===== src/rtl/emp_pkg.sv =====
package emp_pkg;

	// register indexes on the configuration port
	localparam logic [1:0] RegMinPulse       = 2'd0;
	localparam logic [1:0] RegReportInterval = 2'd1;
	localparam logic [1:0] RegBeatsPerKwh    = 2'd2;
	localparam logic [1:0] RegAverageWindow  = 2'd3;

	localparam int CfgIndexW = 2;
	localparam int CfgDataW  = 16;

	// values after reset
	localparam logic [15:0] ResetMinPulseMs    = 16'd80;
	localparam logic [15:0] ResetReportInterval = 16'd80;
	localparam logic [15:0] ResetBeatsPerKwh   = 16'd800;
	localparam logic [7:0]  ResetAverageWindow = 8'd100;

	// shared divider
	localparam int DivDvdW = 32;
	localparam int DivDvsW = 16;

	typedef struct packed {
		logic               start;
		logic [DivDvdW-1:0] dividend;
		logic [DivDvsW-1:0] divisor;
	} div_req_t;

	typedef struct packed {
		logic               busy;
		logic               done;
		logic [DivDvdW-1:0] quotient;
		logic [DivDvsW-1:0] remainder;
	} div_rsp_t;

endpackage


===== src/rtl/emp_div.sv =====
// Restoring divider, one quotient bit per cycle.
module emp_div (
	input  logic              clk,
	input  logic              arst_n,
	input  emp_pkg::div_req_t req,
	output emp_pkg::div_rsp_t rsp
);

	localparam int StepW = $clog2(emp_pkg::DivDvdW);

	logic [emp_pkg::DivDvdW-1:0] dvd_q;
	logic [emp_pkg::DivDvsW-1:0] dvs_q;
	logic [emp_pkg::DivDvsW-1:0] rem_q;
	logic [StepW-1:0]            step_q;
	logic                        busy_q;
	logic                        done_q;

	logic [emp_pkg::DivDvsW:0]   shifted;
	logic [emp_pkg::DivDvsW+1:0] diff;
	logic                        q_bit;
	logic [emp_pkg::DivDvsW-1:0] next_rem;

	always_comb begin
		shifted  = {rem_q, dvd_q[emp_pkg::DivDvdW-1]};
		diff     = {1'b0, shifted} - {2'b00, dvs_q};
		q_bit    = ~diff[emp_pkg::DivDvsW+1];
		next_rem = q_bit ? diff[emp_pkg::DivDvsW-1:0] : shifted[emp_pkg::DivDvsW-1:0];
	end

	always_ff @(posedge clk or negedge arst_n) begin
		if (!arst_n) begin
			busy_q <= 1'b0;
			done_q <= 1'b0;
			step_q <= '0;
		end else if (req.start) begin
			busy_q <= 1'b1;
			done_q <= 1'b0;
			step_q <= '0;
		end else if (busy_q) begin
			step_q <= step_q + 1'b1;
			if (step_q == StepW'(emp_pkg::DivDvdW - 1)) begin
				busy_q <= 1'b0;
				done_q <= 1'b1;
			end
		end else begin
			done_q <= 1'b0;
		end
	end

	always_ff @(posedge clk) begin
		if (req.start) begin
			dvd_q <= req.dividend;
			dvs_q <= req.divisor;
			rem_q <= '0;
		end else if (busy_q) begin
			dvd_q <= {dvd_q[emp_pkg::DivDvdW-2:0], q_bit};
			rem_q <= next_rem;
		end
	end

	assign rsp.busy      = busy_q;
	assign rsp.done      = done_q;
	assign rsp.quotient  = dvd_q;
	assign rsp.remainder = rem_q;

endmodule


===== src/rtl/energy_meter_pulse_counter_top.sv =====
// Energy meter pulse counter. Each request on the slave stream is one edge of the meter pulse
// line: its new level and a millisecond timestamp. A low edge marks the start of a pulse; a
// high edge after a nonzero start measures the pulse width, folds it into a running average
// and, if the width reaches min_pulse_ms, counts a beat, raising report_due on every
// report_interval-th beat, where the kWh total advances once beats_per_kwh beats have gathered.
// Every edge returns exactly one result. The block takes one edge at a time and drops tready
// while it works: a low edge or a high edge with no start goes straight to its result, a
// measured edge passes the measure, sum and average steps, and a counted beat with nonzero
// report_interval adds the report check. One restoring divider forms the average, then the
// beat count modulo report_interval. A finished result waits in the output register, so a new
// edge may be taken meanwhile. Configuration is written through cfg_we/cfg_index/cfg_data
// while the block is idle; the user must keep to this, as the block does not enforce it.
module energy_meter_pulse_counter_top (
	input  logic                           clk,
	input  logic                           arst_n,
	// configuration
	input  logic                           cfg_we,
	input  logic [emp_pkg::CfgIndexW-1:0]  cfg_index,
	input  logic [emp_pkg::CfgDataW-1:0]   cfg_data,
	// edge requests
	input  logic                           s_tvalid,
	output logic                           s_tready,
	input  logic [39:0]                    s_tdata,  // line_level[0], now_ms[32:1], zeros
	// results
	output logic                           m_tvalid,
	input  logic                           m_tready,
	// beat_counted[0], report_due[1], beat_total[33:2], kwh_total[65:34],
	// average_width_ms[97:66], zeros
	output logic [103:0]                   m_tdata
);

	typedef enum logic [2:0] {
		S_IDLE,
		S_MEAS,
		S_SUM,
		S_AVG,
		S_MOD,
		S_DONE
	} state_t;

	state_t state_q;

	// configuration registers
	logic [15:0] min_pulse_q;
	logic [15:0] report_interval_q;
	logic [15:0] beats_per_kwh_q;
	logic [7:0]  average_window_q;

	// block state
	logic [31:0] pulse_start_q;
	logic [31:0] width_sum_q;
	logic [7:0]  width_count_q;
	logic [31:0] average_q;
	logic [31:0] beat_count_q;
	logic [31:0] toward_kwh_q;
	logic [31:0] kwh_q;

	// per-request working registers
	logic [31:0] now_q;
	logic [31:0] width_q;
	logic        beat_q;
	logic        report_q;

	// output register
	logic         m_tvalid_q;
	logic [103:0] m_tdata_q;

	emp_pkg::div_req_t div_req;
	emp_pkg::div_rsp_t div_rsp;

	logic [31:0] sum_new;
	logic [8:0]  cnt_new;
	logic        window_full;
	logic        is_beat;
	logic        out_load;

	emp_div u_div (
		.clk    (clk),
		.arst_n (arst_n),
		.req    (div_req),
		.rsp    (div_rsp)
	);

	assign s_tready = (state_q == S_IDLE);
	assign m_tvalid = m_tvalid_q;
	assign m_tdata  = m_tdata_q;

	always_comb begin
		sum_new     = width_sum_q + width_q;
		cnt_new     = {1'b0, width_count_q} + 9'd1;
		window_full = cnt_new > {1'b0, average_window_q};
		is_beat     = width_q >= {16'h0000, min_pulse_q};
		// load the output register when a result is ready and the register is free
		out_load    = (state_q == S_DONE) && (!m_tvalid_q || m_tready);
	end

	// Drive the shared divider: the average in S_SUM, the report check on the way out of S_AVG.
	always_comb begin
		div_req = '0;
		if (state_q == S_SUM) begin
			div_req.start    = 1'b1;
			div_req.dividend = sum_new;
			div_req.divisor  = {7'd0, cnt_new};
		end else if (state_q == S_AVG && div_rsp.done && beat_q && report_interval_q != '0) begin
			div_req.start    = 1'b1;
			div_req.dividend = beat_count_q;
			div_req.divisor  = report_interval_q;
		end
	end

	// Configuration writes.
	always_ff @(posedge clk or negedge arst_n) begin
		if (!arst_n) begin
			min_pulse_q       <= emp_pkg::ResetMinPulseMs;
			report_interval_q <= emp_pkg::ResetReportInterval;
			beats_per_kwh_q   <= emp_pkg::ResetBeatsPerKwh;
			average_window_q  <= emp_pkg::ResetAverageWindow;
		end else if (cfg_we) begin
			unique case (cfg_index)
				emp_pkg::RegMinPulse:       min_pulse_q       <= cfg_data;
				emp_pkg::RegReportInterval: report_interval_q <= cfg_data;
				emp_pkg::RegBeatsPerKwh:    beats_per_kwh_q   <= cfg_data;
				emp_pkg::RegAverageWindow:  average_window_q  <= cfg_data[7:0];
				default: ;
			endcase
		end
	end

	// Sequencer with the block state and the output register.
	always_ff @(posedge clk or negedge arst_n) begin
		if (!arst_n) begin
			state_q       <= S_IDLE;
			pulse_start_q <= '0;
			width_sum_q   <= '0;
			width_count_q <= '0;
			average_q     <= '0;
			beat_count_q  <= '0;
			toward_kwh_q  <= '0;
			kwh_q         <= '0;
			now_q         <= '0;
			width_q       <= '0;
			beat_q        <= 1'b0;
			report_q      <= 1'b0;
			m_tvalid_q    <= 1'b0;
			m_tdata_q     <= '0;
		end else begin
			if (out_load) begin
				m_tvalid_q <= 1'b1;
			end else if (m_tvalid_q && m_tready) begin
				m_tvalid_q <= 1'b0;
			end
			unique case (state_q)
				S_IDLE: begin
					if (s_tvalid) begin
						now_q    <= s_tdata[32:1];
						beat_q   <= 1'b0;
						report_q <= 1'b0;
						// a low edge records the start; a high edge with no start measures nothing
						if (!s_tdata[0]) begin
							pulse_start_q <= s_tdata[32:1];
							state_q       <= S_DONE;
						end else if (pulse_start_q == '0) begin
							state_q <= S_DONE;
						end else begin
							state_q <= S_MEAS;
						end
					end
				end
				S_MEAS: begin
					width_q <= now_q - pulse_start_q;
					state_q <= S_SUM;
				end
				S_SUM: begin
					// divider takes sum_new / cnt_new this cycle; clear the window once the count exceeds average_window
					if (window_full) begin
						width_sum_q   <= '0;
						width_count_q <= '0;
					end else begin
						width_sum_q   <= sum_new;
						width_count_q <= cnt_new[7:0];
					end
					if (is_beat) begin
						beat_q       <= 1'b1;
						beat_count_q <= beat_count_q + 32'd1;
						toward_kwh_q <= toward_kwh_q + 32'd1;
					end
					state_q <= S_AVG;
				end
				S_AVG: begin
					if (div_rsp.done) begin
						average_q <= div_rsp.quotient;
						state_q   <= div_req.start ? S_MOD : S_DONE;
					end
				end
				S_MOD: begin
					if (div_rsp.done) begin
						if (div_rsp.remainder == '0) begin
							report_q <= 1'b1;
							if (toward_kwh_q >= {16'h0000, beats_per_kwh_q}) begin
								toward_kwh_q <= '0;
								kwh_q        <= kwh_q + 32'd1;
							end
						end
						state_q <= S_DONE;
					end
				end
				S_DONE: begin
					// hold until the output register is free
					if (out_load) begin
						m_tdata_q  <= {6'd0, average_q, kwh_q, beat_count_q, report_q, beat_q};
						state_q    <= S_IDLE;
					end
				end
				default: state_q <= S_IDLE;
			endcase
		end
	end

	// The divider is never restarted while a division is running.
	a_div_no_restart: assert property (@(posedge clk) disable iff (!arst_n)
		div_req.start |-> !div_rsp.busy)
		else $error("divider restarted while busy");

	// A report is only ever flagged together with a counted beat.
	a_report_needs_beat: assert property (@(posedge clk) disable iff (!arst_n)
		m_tvalid |-> (m_tdata[0] || !m_tdata[1]))
		else $error("report flagged without a beat");

	// The kWh total moves only when leaving the report check.
	a_kwh_from_mod: assert property (@(posedge clk) disable iff (!arst_n)
		(kwh_q != $past(kwh_q)) |-> ($past(state_q) == S_MOD))
		else $error("kWh total changed outside the report check");

	// No request is taken while the divider is still working.
	a_idle_div_quiet: assert property (@(posedge clk) disable iff (!arst_n)
		s_tready |-> !div_rsp.busy)
		else $error("block idle with divider busy");

endmodule


===== config.mk =====
export PLATFORM = sky130hd
export DESIGN_NAME = energy_meter_pulse_counter_top
export DESIGN_NICKNAME = d
export VERILOG_FILES = /design/src/rtl/emp_pkg.sv /design/src/rtl/emp_div.sv /design/src/rtl/energy_meter_pulse_counter_top.sv
export SDC_FILE = /design/constraint.sdc
export NUM_CORES = 1
export LEC_CHECK = 0
export ABC_AREA = 1
export BUFFER_PORTS_ARGS = -buffer_cell sky130_fd_sc_hd__buf_2
export CORE_MARGIN = 2
export CORE_UTILIZATION = 40
export DETAILED_ROUTE_END_ITERATION = 8
export GPL_ROUTABILITY_DRIVEN = 0
export HOLD_SLACK_MARGIN = 0.08
export PLACE_DENSITY_LB_ADDON = 0.15
export SYNTH_ARGS = -nofsm -noshare
export SYNTH_HDL_FRONTEND = slang
export SYNTH_SLANG_ARGS = --single-unit

===== constraint.sdc =====
create_clock -name clk -period 3.6 [get_ports clk]
set_clock_uncertainty 0.15 [all_clocks]
set_input_delay 0.72 -clock clk [delete_from_list [all_inputs] [get_ports clk]]
set_output_delay 0.72 -clock clk [all_outputs]
set_load 0.02 [all_outputs]

[After elaboration in Yosys (flattened, before gate mapping)]
Cells that the tools add are included.
Word-level totals
  flip-flop bits (word level): 495
  bits of input ports: 63
  output and inout port bits: 106
Cells by class
  reductions and logical operators: 32
  magnitude comparators: 3
  equal/unequal tests: 17
  muxes and demuxes: 36
  bitwise operators: 3
  add/subtract/negate cells: 8
Operators with widths (count)
  $mux 32: 7
  $mux 49: 2
  $add 32x1->32 const B: 3
  $ge 32x16->1: 2
  $pmux 32 s2: 1
  $add 32x32->32: 1
  $logic_not 32->1: 1
  $sub 32x32->32: 1
  $mux 3: 6
  $pmux 3 s6: 1
  $sub 17x16->18: 1
  $logic_not 16->1: 1
  $mux 16: 1
  $reduce_and 2->1: 8
  $reduce_bool 16->1: 1
  $mux 1: 13
  $reduce_and 4->1: 3
  $mux 5: 2
  $ne 2x2->1 const B: 5
  $reduce_bool 2->1: 5
  $add 8x1->9 const B: 1
  $gt 9x8->1: 1
  $mux 8: 1
  $eq 3x2->1 const B: 2
  other kinds (18): 29

[Longest topological paths before layout]
Gate-level depths: netlist (run 1).
  word-level depth: 9
  mapped depth: 17
  mapped depth without buffers: 16

[Cells and area by module]
A second synthesis (run 1) with hierarchy kept.
Unflattened totals
  cell total of the unflattened synthesis: 3972
  area total of the unflattened synthesis: 29174.2 µm²
Modules (own cells, without submodules)
  energy_meter_pulse_counter_top: times used 1, cells each 3467, area each 25085.3 µm²
  emp_div: times used 1, cells each 505, area each 4088.9 µm²

[Worst setup path after synthesis (run 1)]
No wires, ideal clock.
  path kind: register to register
  from: register state_q[2]
  to: register u_div.dvd_q[0] (netlist name) (enable)
  stages on the path, launching flop included: 11
  arrival time: 1933 ps
  setup time: 387 ps
  slack: 1131 ps
  data required time: 3063 ps
  path through: dfrtp_1 > inv_2 > nand2_1 > nor2_2 > nand2_1 > nor2_1 > nand2_1 > nand2_4 > nor2_8 > buf_2 > inv_1
On the way
  cells in the longest elaborated chain, start to end: 7
  elaborated cells between the ends (all ways): 8
  classes of those cells: 2 x eq/ne; 2 x mux; 4 x reduce/logical
Ends and longest elaborated chain
  start: declaration: line energy_meter_pulse_counter_top.sv:41  | state_t state_q;
  start signal: assignment: line energy_meter_pulse_counter_top.sv:192  | state_q <= div_req.start ? S_MOD : S_DONE;
  $eq 3x2->1: line energy_meter_pulse_counter_top.sv:104  | end else if (state_q == S_AVG && div_rsp.done && beat_q && report_interval_q != '0) begin
  $logic_and 1x1->1 (3 in a row): line energy_meter_pulse_counter_top.sv:104
  $mux 49: line energy_meter_pulse_counter_top.sv:104
  $mux 49 (*): line energy_meter_pulse_counter_top.sv:100  | if (state_q == S_SUM) begin
  $reduce_bool 2->1 (no source line) (*)
  end signal: assignment: line emp_div.sv:52  | dvd_q <= req.dividend;
  end signal: assignment: line emp_div.sv:56  | dvd_q <= {dvd_q[emp_pkg::DivDvdW-2:0], q_bit};
  end: declaration: line emp_div.sv:11  | logic [emp_pkg::DivDvdW-1:0] dvd_q;
Mark *: on every way between the ends. The rest lies on a longest branch, timed or not.
A chain may end at the register's enable or synchronous reset.

[Worst setup path after layout (run 1)]
  from: register width_count_q[0]
  to: register width_sum_q[22]
On the way
  cells in the longest elaborated chain, start to end: 3
Ends and longest elaborated chain
  start: declaration: line energy_meter_pulse_counter_top.sv:52  | logic [7:0] width_count_q;
  start signal: assignment: line energy_meter_pulse_counter_top.sv:180  | width_count_q <= cnt_new[7:0];
  $add 8x1->9: line energy_meter_pulse_counter_top.sv:90  | cnt_new = {1'b0, width_count_q} + 9'd1;
  $gt 9x8->1: line energy_meter_pulse_counter_top.sv:91  | window_full = cnt_new > {1'b0, average_window_q};
  $mux 32: line energy_meter_pulse_counter_top.sv:175  | if (window_full) begin
  end signal: assignment: line energy_meter_pulse_counter_top.sv:179  | width_sum_q <= sum_new;
  end: declaration: line energy_meter_pulse_counter_top.sv:51  | logic [31:0] width_sum_q;
No other way between the ends.

==> impl_metrics.tcl, run 1 <==
set metrics [dict create \
    status "finished clean" \
    maxCapViolCount 0 \
    grt_setup_unrepaired "false" \
    dieArea_mm2 0.0743 \
    synthTopCellsByArea "dfrtp_1 (37%), nand2_1 (17%), inv_1 (7.0%)" \
    ys_ff_latch 495 \
    synth_top_area_cell "dfrtp_1" \
    final_core_util_pct 45.4 \
    htreeDepth 2 \
    cp.arrival_ns 3.42 \
    max_freq_ghz 0.331 \
    clockPowerShare_pct 21.4 \
    synth_edf_count 48 \
    clkLatencyLatePin_ns 0.63 \
    synth.cell_area_mm2 0.0289 \
    worst_slew_pin_slew_ns 1.14 \
    port_buffers 155 \
    drt_wl_total_mm 79.5 \
    slew_viol_final 0 \
    p_comb_share_pct 47.6 \
    synthDistinctLibCells 54 \
    power_leakage_nw 16.9 \
    hold_viol_final 0 \
    p_int_mw 14.9 \
    via_per_inst 4.90 \
    grt_pass1_wl_mm 130 \
    syn_area_per_cell_um2 7.40 \
    path_max_fanout 40 \
    cts_tree "yes" \
    antenna_left 0 \
    clockBufferDepth 3 \
    final-setup-viol-count 0 \
    setup.worst_path.class "reg -> reg" \
    nets 4210 \
    fp-row-count 98 \
    synth_common_cells "nand2_1 (1289), inv_1 (538), dfrtp_1 (421)" \
    grt_max_degree 169 \
    period_share_pct 83.8 \
    grt_use_total_pct 21.6 \
    vias 24609 \
    hold_path.class "in -> reg" \
    clock_sinks 495 \
    cp.required_ns 4.00 \
    yosysSeqAreaShare_pct 43.5 \
    fp.coreArea_mm2 0.0715 \
    synth_warnings 0 \
    synthArstFlopShare_pct 87.1 \
    final.fill_count 7405 \
    clock-root-buffer "clkbuf_16" \
    antenna_found_initial 0 \
    maxSlewHeadroom_pct 24.0 \
    endpoint_kind "flip-flop" \
    ir_worst_vdd_uv 459 \
    drcViolationCount 0 \
    initial_utilization_pct 40.4 \
    clkTransAtPathRegs_ns 0.06 \
    die_x_um 273 \
    ys.flop_type "dfrtp_1" \
    syn2layout_area_growth_pct 12.4 \
    cp-start-kind "flip-flop" \
    power_switching_mw 12.1 \
    wl_per_cell_um 15.8 \
    seq_power_share_pct 31.0 \
    yosysTopAreaCellShare_pct 36.5 \
    postCtsSetupBuffers 0 \
    period_needed_ns 3.02 \
    drtIter0Drc 1812 \
    drive_gt1_share_pct 8.60 \
    numCtsBuffers 56 \
    io-pin-count 169 \
    switching_share_pct 44.7 \
    grt_pass1_vias 23932 \
    setup_tns_ns 0 \
    firstDrtPassIters 6 \
    power_density_mw_per_mm2 833 \
    grt_overflow 0 \
    die_h_um 273 \
    postSynthCellCount 3897 \
    synth.most_common_cell "nand2_1" \
    dp_hpwl_mm 59.5 \
]
## cells in the final DEF, fill, tap and decap left out, types with 5 or more instances in the layout
cell type and count:
nor3_1 67, clkinvlp_4 7, dfxtp_1 16, buf_12 5, a21o_1 8, nand3_1 234
dfrtp_1 421, or2_2 7, ha_1 124, o211ai_1 8, clkbuf_16 57, clkinv_2 13
o22ai_1 10, dfstp_2 10, nor4_1 6, a21oi_1 100, nor2_2 6, o221ai_1 12
inv_1 538, nand2_1 1288, nand3b_1 12, xnor2_1 29, o21ai_1 57, buf_4 23
nor2_1 300, inv_2 5, mux2_2 28, o21bai_1 6, edfxtp_1 48, xor2_1 76
o21ai_0 233, nand4_1 88, buf_2 154, clkbuf_1 12, conb_1 6
## logic make-up after synthesis
family          share of synthesized area, %
compound gates                          8.16
xor+xnor                                3.19
fa+ha+maj                               5.58
buf+inv                                 9.11
flops                                   43.5
mux                                     1.13
other cells                           0.0130
simple gates                            29.3
## cell type report
type	count	area (um2)	area share (%)
tap	950	1190	3.67
timing repair buffer	184	1070	3.29
clock inverter	33	328	1.01
clock buffer	73	1530	4.71
antenna	1	2.50	0.00772
multi-input combinational	2740	13700	42.3
sequential	495	12600	38.7
inverter	543	2040	6.29
## worst paths after layout
| path | startpoint | end | slack (ns) | cells past startpoint |
|---|---|---|---|---|
| worst max-delay path | width_count_q[0] | width_sum_q[22] | 0.58 | 15 |
| worst min-delay path | s_tdata[25] | pulse_start_q[24] | 0.21 | 3 |
| worst max register to register | width_count_q[0] | width_sum_q[22] | 0.58 | 15 |
| worst min register to register | beat_q | beat_q | 0.32 | 2 |
| max in group asynchronous | arst_n | now_q[24] | 1.81 | 3 |
| min in group asynchronous | arst_n | average_q[9] | 0.50 | 2 |
## registers in the layout, indices dropped and copies added (netlist names)
register	cells
average_q	32
average_window_q	8
beat_count_q	32
beat_q	1
beats_per_kwh_q	16
kwh_q	32
m_tdata	98
m_tvalid	1
min_pulse_q	16
now_q	32
pulse_start_q	32
report_interval_q	16
report_q	1
state_q	3
toward_kwh_q	32
u_div.busy_q	1
u_div.done_q	1
u_div.dvd_q	32
u_div.dvs_q	16
u_div.rem_q	16
u_div.step_q	5
width_count_q	8
width_q	32
width_sum_q	32
## power by group through the flow
stage	logic, mW	clock network (mW)	registers, mW
3_5_place_dp	12.8	0	8.48
6_report	12.9	5.78	8.39
4_1_cts	12.9	5.94	8.39
3_3_place_gp	12.7	0	8.46
2_1_floorplan	9.47	0	8.33
5_1_grt	14.8	6.16	8.58
## per-layer routing
layer	vias to the layer above	track usage, %	wire length [um]
met3	88	2.58	3220
met4	0	4.25	1290
met2	479	34.4	35500
li1	12689	-	-
met1	11353	31.8	39400
met5	-	0	0
## worst max-delay path, stage by stage, from the launching register on
cell	delay [ns]
dfrtp_1	0.42
inv_1	0.10
nor3_1	0.28
nand4_1	0.17
nor2_1	0.15
nand2_1	0.06
nand2_1	0.09
inv_1	0.06
ha_1	0.31
nand2_1	0.06
nor4_1	0.26
nand2_1	0.08
nand2_1	0.07
buf_4	0.42
nand4_1	0.15
nand2_1	0.09
## metrics by stage
| stage | area, um2 | instances | hold WS [ns] | worst slack [ns] | total power, mW |
|---|---|---|---|---|---|
| after floorplan | 28900 | 3902 | 0.274 | 1.13 | 17.8 |
| after global placement | 30600 | 4911 | 0.305 | 0.693 | 21.2 |
| after detailed placement | 30600 | 4911 | 0.309 | 0.672 | 21.3 |
| after CTS | 32400 | 5018 | 0.176 | 0.638 | 27.2 |
| after global routing | 32400 | 5018 | 0.198 | 0.286 | 29.6 |
| final | 32400 | 5019 | 0.210 | 0.583 | 27.0 |
## timing repair
action	4_1_cts	5_1_grt
gates resized for setup	0	0
hold buffers	1	0
endpoints found under the hold margin	46	0
Note: power is estimated with default switching activity, not from simulation.
==> run 2, diff against run 1 <==
==> constraint.sdc (replaced) <==
create_clock -name clk -period 2.8 [get_ports clk]
set_clock_uncertainty 0.15 [all_clocks]
set_input_delay 0.56 -clock clk [delete_from_list [all_inputs] [get_ports clk]]
set_output_delay 0.56 -clock clk [all_outputs]
set_load 0.02 [all_outputs]
==> impl_metrics.tcl, run 2 (synthesis gave the netlist of run 1 again) <==
set metrics [dict create \
    status "finished clean" \
    antenna_left 0 \
    post_dp_cell_area_mm2 0.0308 \
    nets 4267 \
    fp.coreArea_mm2 0.0715 \
    drt_wl_total_mm 80.9 \
    final-setup-viol-count 0 \
    ir_worst_vdd_uv 577 \
    critical_path.startpoint "width_count_q[0]" \
    drtIter0Drc 1873 \
    multi_input_area_mm2 0.0138 \
    slew_viol_final 0 \
    via_per_inst 4.90 \
    diodes 0 \
    syn2layout_area_growth_pct 15.2 \
    antenna_found_initial 0 \
    grt_use_total_pct 21.5 \
    path_max_fanout 6 \
    layout_commonest_cell "nand2_1" \
    final_cell_mix "nand2_1 (1282), inv_1 (535), dfrtp_1 (421)" \
    io-pin-count 169 \
    vias 24875 \
    period_share_pct 97.0 \
    die_h_um 273 \
    grt_max_degree 69 \
    period_needed_ns 2.72 \
    clkTransAtPathRegs_ns 0.06 \
    cts_tree "yes" \
    port_buffers 155 \
    power_density_mw_per_mm2 1060 \
    rrSetupSlack_ns 0.08 \
    cp-start-kind "flip-flop" \
    die_x_um 273 \
    maxCapViolCount 0 \
    wl_per_cell_um 15.9 \
    dp_hpwl_mm 60.3 \
    numCtsBuffers 55 \
    htreeDepth 2 \
    fp-row-count 98 \
    clkLatencyLatePin_ns 0.64 \
    place_ws_ns 0.0399 \
    cp.required_ns 3.18 \
    clock_sinks 495 \
    power_leakage_nw 17.3 \
    endpoint_kind "flip-flop" \
    place_inst 4932 \
    register_area_mm2 0.0126 \
    hold_path.startpoint "s_tdata[29]" \
    grt_pass1_wl_mm 129 \
    final.fill_count 7285 \
    dieArea_mm2 0.0743 \
    initial_utilization_pct 40.4 \
    firstDrtPassIters 7 \
    r2r-start "width_count_q[0]" \
    max_freq_ghz 0.368 \
    finish.instance_area_mm2 0.0333 \
    cp.arrival_ns 3.10 \
    grt_overflow 0 \
    finalPower_mw 35.3 \
    final_core_util_pct 46.5 \
    maxSlewHeadroom_pct 44.7 \
    clock-root-buffer "clkbuf_16" \
    drcViolationCount 0 \
    clockBufferDepth 3 \
    drive_gt1_share_pct 9.82 \
    grt_pass1_vias 23647 \
    hold_viol_final 0 \
    stdcell_count 5074 \
    setup.worst_path.class "reg -> reg" \
    worst_slew_pin_slew_ns 0.828 \
    hold_path.class "in -> reg" \
    timing.final.ws_setup_ns 0.0839 \
    largest_reg_flops 98 \
]
run 2: cell count changes in the layout (fill, tap and decap cells not counted), moves of 4 or more:
cell | before | now
clkbuf_8 | 4 | 11
clkbuf_1 | 12 | 8
buf_12 | 5 | 13
ha_1 | 124 | 119
clkinvlp_4 | 7 | 3
buf_4 | 23 | 42
nand2_2 | 3 | 8
dlygate4sd3_1 | 1 | 27
nand2_1 | 1288 | 1282
run 2: path summary, 6_finish.rpt:
| path | cells past startpoint | to |
|---|---|---|
| min in group asynchronous | 2 | m_tdata[97] |
| max in group asynchronous | 3 | min_pulse_q[4] |
| worst max register to register | 17 | width_sum_q[13] |
| worst min-delay path | 3 | pulse_start_q[28] |
| worst min register to register | 2 | kwh_q[8] |
| worst max-delay path | 17 | width_sum_q[13] |
run 2: per-layer routing:
| layer | up-vias | GRT usage, % | part of all wire (%) |
|---|---|---|---|
| li1 | 12793 | - | - |
| met4 | 0 | 5.84 | 2.6 |
| met3 | 112 | 2.29 | 4.1 |
| met5 | - | 0 | 0 |
| met2 | 539 | 33.3 | 44 |
| met1 | 11431 | 31.7 | 49 |
run 2: timing repair:
action                                  4_1_cts  5_1_grt
buffers inserted                              0        6
hold buffers                                 27        0
endpoints found under the setup margin        0       43
gates resized for setup                       0       27
endpoints found under the hold margin        76        0
run 2: layout make-up:
type | count | area share (%)
Sequential cell | 495 | 37.8
Clock buffer | 75 | 4.76
Multi-Input combinational cell | 2740 | 41.6
Tap cell | 950 | 3.57
Timing Repair Buffer | 242 | 5.20
Inverter | 543 | 6.13
Clock inverter | 29 | 1.01
run 2: power by group:
group          internal (mW)  switching (mW)  leakage, nW
clock                   4.45            3.13        0.941
combinational           5.88            11.1         10.1
sequential              9.39            1.42         6.17
run 2: through the flow:
stage	hold WS (ns)	TNS, ns
5_1_grt	0.107	-1.57
2_1_floorplan	0.114	0
3_3_place_gp	0.303	0
4_1_cts	0.0809	0
3_5_place_dp	0.309	0
6_report	0.103	0
run 2: critical path, stage by stage (launching register included):
cell	delay [ns]
dfrtp_1	0.39
ha_2	0.21
nand2_2	0.08
nor2_4	0.12
nand2_1	0.08
o21ai_1	0.15
nand2_1	0.11
inv_2	0.09
ha_4	0.20
nand2_2	0.08
nand3b_1	0.13
nor2_1	0.07
nor2_1	0.11
nand2_1	0.09
nand2_4	0.19
clkbuf_16	0.20
nand3_1	0.08
nand2_1	0.09
